## src/sv/ctt_pkg.sv

```systemverilog
`timescale 1ns / 1ps
package ctt_pkg;

    localparam int BUCKETS_DEF = 1024;
    localparam int WAYS_DEF    = 4;
    localparam logic [15:0] TTL_RESET = 16'd60;

    localparam logic [31:0] PR1 = 32'h9E3779B1;
    localparam logic [31:0] PR2 = 32'h85EBCA77;
    localparam logic [31:0] PR3 = 32'hC2B2AE3D;

    localparam logic [1:0] FUNC_LOOKUP = 2'd0;
    localparam logic [1:0] FUNC_CREATE = 2'd1;
    localparam logic [1:0] FUNC_TICK   = 2'd2;

    localparam logic [2:0] ST_HIT     = 3'd0;
    localparam logic [2:0] ST_CREATED = 3'd1;
    localparam logic [2:0] ST_MISS    = 3'd2;
    localparam logic [2:0] ST_FULL    = 3'd3;
    localparam logic [2:0] ST_TICK    = 3'd4;

    typedef struct packed {
        logic [1:0]  func;
        logic [31:0] addr_first;
        logic [31:0] addr_second;
        logic [15:0] port_first;
        logic [15:0] port_second;
        logic [7:0]  protocol;
        logic [15:0] client_id;
    } req_t;

    typedef struct packed {
        logic [2:0]  status;
        logic [15:0] owner_client;
        logic [9:0]  bucket_index;
        logic [1:0]  way_index;
    } rsp_t;

    typedef struct packed {
        logic        valid;
        logic [31:0] addr_low;
        logic [31:0] addr_high;
        logic [31:0] ports;
        logic [7:0]  proto;
        logic [15:0] client;
        logic [31:0] expiry;
    } entry_t;

    typedef struct packed {
        logic       clr;
        logic       load;
        logic       tick;
        logic       emit_simple;
        logic [5:0] hstep;
        logic       rd;
        logic       upd;
    } cmd_t;

    typedef struct packed {
        logic out_free;
        logic clr_last;
    } sts_t;

    function automatic logic [31:0] rotl(input logic [31:0] x, input int r);
        return (x << r) | (x >> (32 - r));
    endfunction

endpackage

```

## src/sv/ctt_ctrl.sv

```systemverilog
`timescale 1ns / 1ps
module ctt_ctrl
(
    input  logic          clk,
    input  logic          rst_n,
    input  logic          in_valid,
    input  logic [1:0]    in_func,
    output logic          in_ready,
    input  ctt_pkg::sts_t sts,
    output ctt_pkg::cmd_t cmd
);

    localparam logic [3:0] S_CLEAR = 4'd0;
    localparam logic [3:0] S_IDLE  = 4'd1;
    localparam logic [3:0] S_H1    = 4'd2;
    localparam logic [3:0] S_H2    = 4'd3;
    localparam logic [3:0] S_H3    = 4'd4;
    localparam logic [3:0] S_H4    = 4'd5;
    localparam logic [3:0] S_H5    = 4'd6;
    localparam logic [3:0] S_H6    = 4'd7;
    localparam logic [3:0] S_RD    = 4'd8;
    localparam logic [3:0] S_CMP   = 4'd9;

    logic [3:0] state_reg;
    logic [3:0] state_next;
    logic       acc;

    assign in_ready = (state_reg == S_IDLE) && sts.out_free;
    assign acc      = in_ready && in_valid;

    always_comb
    begin
        cmd        = '0;
        state_next = state_reg;
        case (state_reg)
            S_CLEAR:
            begin
                cmd.clr = 1'b1;
                if (sts.clr_last)
                begin
                    state_next = S_IDLE;
                end
            end
            S_IDLE:
            begin
                if (acc)
                begin
                    cmd.load = 1'b1;
                    if (in_func == ctt_pkg::FUNC_LOOKUP || in_func == ctt_pkg::FUNC_CREATE)
                    begin
                        state_next = S_H1;
                    end
                    else
                    begin
                        cmd.emit_simple = 1'b1;
                        cmd.tick        = (in_func == ctt_pkg::FUNC_TICK);
                    end
                end
            end
            S_H1:
            begin
                cmd.hstep[0] = 1'b1;
                state_next   = S_H2;
            end
            S_H2:
            begin
                cmd.hstep[1] = 1'b1;
                state_next   = S_H3;
            end
            S_H3:
            begin
                cmd.hstep[2] = 1'b1;
                state_next   = S_H4;
            end
            S_H4:
            begin
                cmd.hstep[3] = 1'b1;
                state_next   = S_H5;
            end
            S_H5:
            begin
                cmd.hstep[4] = 1'b1;
                state_next   = S_H6;
            end
            S_H6:
            begin
                cmd.hstep[5] = 1'b1;
                state_next   = S_RD;
            end
            S_RD:
            begin
                cmd.rd     = 1'b1;
                state_next = S_CMP;
            end
            S_CMP:
            begin
                if (sts.out_free)
                begin
                    cmd.upd    = 1'b1;
                    state_next = S_IDLE;
                end
            end
            default:
            begin
                state_next = S_IDLE;
            end
        endcase
    end

    always_ff @(posedge clk or negedge rst_n)
    begin
        if (!rst_n)
        begin
            state_reg <= S_CLEAR;
        end
        else
        begin
            state_reg <= state_next;
        end
    end

endmodule

```

## config.mk

```make
export PLATFORM = sky130hd
export DESIGN_NAME = ctt_ctrl
export DESIGN_NICKNAME = d
export VERILOG_FILES = /design/src/sv/ctt_pkg.sv /design/src/sv/ctt_ctrl.sv
export SDC_FILE = /design/constraint.sdc
export NUM_CORES = 1
export LEC_CHECK = 0
export BUFFER_PORTS_ARGS = -buffer_cell sky130_fd_sc_hd__buf_2
export CAP_MARGIN = 20
export CORE_AREA = 5 5 42 44
export DETAILED_ROUTE_END_ITERATION = 7
export DIE_AREA = 0 0 47 49
export GPL_TIMING_DRIVEN = 1
export PLACE_DENSITY = 0.63
export SYNTH_ARGS = -nofsm -noshare
export SYNTH_HDL_FRONTEND = slang
export SYNTH_SLANG_ARGS = --single-unit
export TNS_END_PERCENT = 10
```

## constraint.sdc

```tcl
create_clock -name clk -period 1.1 [get_ports clk]
set_input_delay 0.055 -clock clk [delete_from_list [all_inputs] [get_ports clk]]
set_output_delay 0.055 -clock clk [all_outputs]
set_load 0.02 [all_outputs]
```

# Word level (Yosys, flattened, before mapping)
# Index checks and enable logic that the tools add are counted.
dict set report classes {
  n_reduce_logical 6
  n_mux 18
  eq_ne 15
}
# op n
set ops {}
lappend ops {{case mux 4 bit (10 select lines)} 1}
lappend ops {{equality test 4 x 3 -> 1 bit, second input constant} 4}
lappend ops {{2-to-1 mux 4 bit} 4}
lappend ops {{2-to-1 mux 1 bit} 10}
lappend ops {{equality test 4 x 2 -> 1 bit, second input constant} 2}
lappend ops {{equality test 4 bit, second input constant} 2}
lappend ops {{2-to-1 mux 3 bit} 2}
lappend ops {{!= test 2 bit, second input constant} 3}
lappend ops {{equality test 4 x 1 -> 1 bit, second input constant} 1}
lappend ops {{zero test 4 bit} 1}
lappend ops {{AND reduction 4 bit} 1}
lappend ops {{equality test 2 x 1 -> 1 bit, second input constant} 1}
lappend ops {{equality test 2 bit, second input constant} 1}
lappend ops {{logical AND 1 bit} 2}
lappend ops {{zero test 2 bit} 1}
lappend ops {{2-to-1 mux 2 bit} 1}
lappend ops {{!= test 2 x 1 -> 1 bit, second input constant} 1}
lappend ops {{logical OR 1 bit} 1}
dict set report totals {
  reg_bits 4
  out_inout_bits 13
}

# Logic depth before layout (Yosys ltp)
# Gate-level depths: netlist of the first run.
dict set report logic_depth {
  ltp_word 5
  depth_mapped 3
  depth_no_buf 2
}

# Worst setup path after synthesis of the first run
# OpenSTA, ideal clock, no wires.
dict set report synth_path {
  path_type {flip-flop to output port}
  start {register state_reg[1]}
  end {output cmd[8] (netlist name)}
  setup_slack_ns -0.271
  stages_incl_launch_ff 4
  required_ns 1.045
  arrival_ns 1.316
  path_cell_list {dfrtp_1 > buf_6 > nand3b_1 > nor3_1}
}
# element line
set synth_lines {}
lappend synth_lines {{from (decl)} ctt_ctrl.sv:24} ;# logic [3:0] state_reg;
lappend synth_lines {{from (signal assigned)} ctt_ctrl.sv:118} ;# state_reg <= state_next;
lappend synth_lines {{to (decl)} ctt_ctrl.sv:10} ;# output ctt_pkg::cmd_t cmd

==> results.yml, run 1 <==
worst_setup_path:
  crit_path_max_fanout: 6
  criticalPathCategory: "reg2out"
  rr_endpoint: "state_reg[0]"
  timing.reg2reg.setup_slack_ps: -60
  cp-end-kind: "output port"
  arrival_ps: 1310
  reg2reg_depth: 3
  reg2reg_from: "state_reg[1]"
  crit_required_ps: 1040
  start_kind: "flip-flop"
floorplanning:
  num_rows: 14
  die_w_um: 47
  ioPinCount: 20
  coreArea_um2: 1401
  die-area_um2: 2303
  initial_utilization_pct: 25.09
  die_h_um: 49
route:
  dr_total_vias: 398
  totalWireLength_mm: 1.039
  drtIter0Drc: 11
  drcViolationCount: 0
  dr.pass1.iters: 3
  avgViaCountPerCell: 4.628
  wl_per_cell_um: 12.08
  ant_nets: 0
power_and_ir_drop:
  comb_power_share_pct: 74.2
  switching_share_pct: 43.30
  p_seq_share_pct: 15.1
  p_int_uw: 967.7
  power_density_nw_per_um2: 2734
  clkPwrFrac_pct: 10.7
  p_switching_uw: 739.1
  p_leak_nw: 0.2967
  vdd_drop_max_mv: 1.403
sta:
  hold_ws_ps: 120.8
  skew_ps: 6.498
  rsz0062_at_grt: "yes"
  timing.final.crit_share_pct: 124.3
  slew_viol_final: 0
  max_slew_margin_pct: 84.14
  setup_viol: 14
  tightest_slew_ps: 237.2
  setup_ws_ps: -267.0
  fmax_mhz: 731.5
  post-route-min-period_ps: 1367
  hold_violations: 0
outcome:
  status: "complete, but fails checks"
  violations: "setup timing"
yosys:
  async_flop_share_pct: 100.0
  synth_ff_type: "dfrtp_1"
  synth_top_area_cell: "dfrtp_1"
  yosys.cell_types.count: 21
  yosys-top-cells-area: "dfrtp_1 28%, nor3_1 7.1%, buf_6 6.4%"
  synth_area_per_cell_um2: 8.575
  synth_nets: 48
  yosysSeqAreaShare_pct: 28.47
  synth_area_um2: 351.6
  yosys_warnings: 0
  synth_top_area_share_pct: 28.47
  synth_seq_cells: 4
  syn_inst: 41
  synth_edf_count: 0
final_layout:
  largest_register_ffs: 4
  fillerInstances: 153
  areaGrowthSynthToFinish_pct: 77.58
  drive_gt1_share_pct: 64.29
  final_cell_count_no_fill: 86
  mostFrequentLayoutCells: "19 x buf_4, 8 x buf_2, 4 x nor2_1, 4 x dfrtp_1"
  diodes: 0
  multi_input_area_um2: 270.3
  final_common_cell: "buf_4"
  seqCellArea_um2: 100.1
  nets: 79
clock_tree:
  cts_buffers: 3
  cts_tree: "done"
  clock_sinks: 4
  clkLatencyLatePin_ps: 240
  clockBufferDepth: 2
  htreeDepth: 1
  cts.reportedPaths.clkPinSlew_ps: 40
  cts_root_buffer: "clkbuf_4"
global_route:
  grt_pass1_vias: 404
  grt_usage_pct: 10.75
  grt_first_pass_wirelength_mm: 1.835
  antenna_found_initial: 0
  grt_max_degree: 13
  overflow: 0
place:
  dp_cells: 81
  dp_hpwl_um: 763.9
  port_buffers: 19
  pre_cts_slack_ps: -124.0
  place_congestion: 0.7085
min_path:
  hold_path.class: "in2reg"
  hp-start: "sts[0]"
  hold_depth: 3
  holdPathEnd: "state_reg[0]"
flow_run:
  cap_violations: 0
[kinds of logic after synthesis]
kind of cell	after synthesis	share of synthesized area (%)
simple gates	25	43.06
compound gates	6	15.30
xor+xnor	1	2.492
buf+inv	5	10.68
flops	4	28.47
[stage by stage]
step / instance area [µm²] / util [%] / total power, mW / setup TNS (ps)
finish: 624.3 / 44.55 / 1.707 / -2969
CTS: 604.3 / 43.13 / 1.658 / -3183
global route: 624.3 / 44.55 / 1.845 / -4109
global placement: 511.7 / 36.52 / 1.279 / -523.7
floorplan: 366.6 / - / 0.9920 / -791.6
detailed placement: 511.7 / 36.52 / 1.291 / -619.6
[power by group through the flow]
stage	sequential, mW	combinational [mW]	clock [mW]
2_1_floorplan	0.270	0.722	0
3_3_place_gp	0.255	1.02	0
3_5_place_dp	0.256	1.04	0
4_1_cts	0.256	1.21	0.189
5_1_grt	0.265	1.37	0.207
6_report	0.258	1.27	0.182
[layer usage]
metal	vias up	part of all wire, %	GRT usage, %
li1	203	-	-
met1	187	39	12.69
met2	8	53	16.52
met5	-	0	0
met4	0	0	1.382
met3	0	7.1	7.011
[Yosys cell counts, drive strengths merged (2+ instances only)]
cell	n
buf	3
dfrtp	4
inv	2
nand2	2
nand2b	3
nand3b	3
nor2	6
nor3	5
nor3b	2
[timing repair]
item / CTS / global route
hold buffers: 1 / 0
hold endpoints to repair: 4 / 0
buffers inserted: 1 / 0
setup endpoints to repair: 15 / 16
pin swaps: 2 / 4
resized for setup: 14 / 6
[area by class of cell]
type                       count  share of cell area (%)
sequential                     4                   16.03
timing repair buffer          29                   32.67
tap                           16                   3.206
inverter                       2                   1.202
clock buffer                   3                   3.607
multi-input combinational     32                   43.29
[critical path, stage by stage, from the launching register on]
cell,delay [ps]
dfrtp_1,370
or2_4,290
nor4_4,240
buf_4,180
[worst max path at each step]
stage	slack (ps)	endpoint	from	depth (start not counted)
finish	-270	cmd[9]	state_reg[3]	3
global route	-340	cmd[7]	state_reg[0]	5
CTS	-290	cmd[8]	state_reg[1]	4
detailed placement	-120	cmd[9]	state_reg[2]	3
global placement	-110	cmd[9]	state_reg[2]	3
floorplan	-150	cmd[9]	state_reg[1]	3
Power figures use the tool's default switching activity.
==> inputs of run 2 (changes only) <==
Settings changed: REMOVE_ABC_BUFFERS set to 1, SKIP_LAST_GASP set to 1.
==> run 2 against run 1 <==
Net effect: the flow still finishes with violations (setup timing); largest power group unchanged; register-to-register slack worse by 50 ps; clock skew decreased by 4.5 ps; setup slack got worse by 12 ps; sequential share of layout area is 2.7 points higher; power is 14% lower; combinational power decreased by 20%; via count is 1.5% lower; flip-flop and latch count did not move; wire length is 4.4% lower; first-iteration DRC count shrank 45%.
==> results.yml, run 2 (synthesis gave the netlist of run 1 again) <==
worst_setup_path:
  cp-end-kind: "output port"
  start_kind: "flip-flop"
  slowest_stage: "dfrtp_1"
  crit_path_max_fanout: 6
  criticalPathCategory: "reg2out"
  crit_chain: "or2_4, nor4_4, buf_4"
  crit_required_ps: 1040
  max_stage_delay_ps: 370
  arrival_ps: 1320
power_and_ir_drop:
  power_density_nw_per_um2: 2735
  vdd_drop_max_mv: 0.9834
  total_power_mw: 1.461
  p_leak_nw: 0.2686
sta:
  hold_ws_ps: 138.8
  post-route-min-period_ps: 1379
  slew_viol_final: 0
  timing.final.crit_share_pct: 125.3
  max_slew_margin_pct: 78.25
  setup_ws_ps: -278.5
  fmax_mhz: 725.4
  skew_ps: 1.998
  rsz0062_at_grt: "yes"
  tightest_slew_ps: 325.2
  setup_viol: 16
  hold_violations: 0
floorplanning:
  die-area_um2: 2303
  ioPinCount: 20
  initial_utilization_pct: 25.09
  die_w_um: 47
  die_h_um: 49
  coreArea_um2: 1401
  num_rows: 14
route:
  ant_nets: 0
  totalWireLength_um: 993
  drtIter0Drc: 6
  drcViolationCount: 0
  dr.pass1.iters: 2
  wl_per_cell_um: 11.82
  dr_total_vias: 392
  avgViaCountPerCell: 4.667
global_route:
  antenna_found_initial: 0
  grt_first_pass_wirelength_mm: 1.538
  overflow: 0
  grt_pass1_vias: 342
  grt_usage_pct: 9.547
  grt_max_degree: 13
clock_tree:
  htreeDepth: 1
  clock_sinks: 4
  cts_root_buffer: "clkbuf_4"
  clockBufferDepth: 2
  clkLatencyLatePin_ps: 230
  cts_buffers: 3
  cts.reportedPaths.clkPinSlew_ps: 40
  cts_tree: "done"
place:
  port_buffers: 19
  pre_cts_slack_ps: -143.9
  dp_cells: 79
  placed_area_um2: 481.7
  dp_hpwl_um: 809.1
  place_congestion: 0.7441
outcome:
  violations: "setup timing"
  status: "complete, but fails checks"
final_layout:
  final_common_cell: "buf_2"
  diodes: 0
  largest_register_ffs: 4
  areaGrowthSynthToFinish_pct: 51.96
  nets: 77
  fin_area_um2: 534.3
  drive_gt1_share_pct: 50.00
  final_cell_count_no_fill: 84
  mostFrequentLayoutCells: "18 x buf_2, 8 x buf_4, 6 x nor2_1, 5 x nor3_1, 4 x dfrtp_1"
flow_run:
  cap_violations: 0
min_path:
  hold_path.class: "in2reg"
[run 2: final cells by class]
cell class	count	area (µm²)
tap	16	20.02
multi-input combinational	32	224.0
sequential	4	100.1
timing repair buffer	27	160.2
inverter	2	7.507
fill	157	867.1
clock buffer	3	22.52
[run 2: critical path: cells and delay by family, from the launching register on]
family        cells  cell delay, ps
simple gates      2             540
flops             1             370
buf+inv           1             180
[run 2: path summary, 6_finish.rpt]
kind	slack, ps	depth (start not counted)	from	endpoint
setup / recovery	-280	3	state_reg[3]	cmd[9]
hold / removal	140	3	sts[0]	state_reg[0]
setup reg to reg	-110	3	state_reg[2]	state_reg[3]
hold reg to reg	570	2	state_reg[3]	state_reg[2]
max in group asynchronous	820	2	rst_n	state_reg[2]
min in group asynchronous	150	2	rst_n	state_reg[0]
[run 2: repair_timing]
item                                    4_1_cts  5_1_grt
gates resized for setup                       3        0
setup buffers                                 1        0
hold buffers                                  1        0
endpoints found under the hold margin         4        0
pin swaps                                     1        0
endpoints found under the setup margin       16       16
[run 2: report_power, final]
| group | switching [mW] | internal [mW] |
|---|---|---|
| sequential | 0.0526 | 0.211 |
| combinational | 0.539 | 0.478 |
| clock | 0.0580 | 0.122 |
[run 2: per-stage QoR]
| step | setup TNS (ps) | util (%) |
|---|---|---|
| 6_report | -2836 | 38.13 |
| 5_1_grt | -4019 | 38.13 |
| 4_1_cts | -3100 | 38.13 |
| 3_5_place_dp | -517.3 | 34.38 |
| 3_3_place_gp | -434.5 | 34.38 |
| 2_1_floorplan | -1084 | - |
[run 2: layer usage]
layer	up-vias	GRT usage, %	routed length [µm]
li1	197	-	-
met1	177	11.80	436
met2	18	13.12	419
met3	0	7.749	137
met4	0	1.382	0
met5	-	0	0
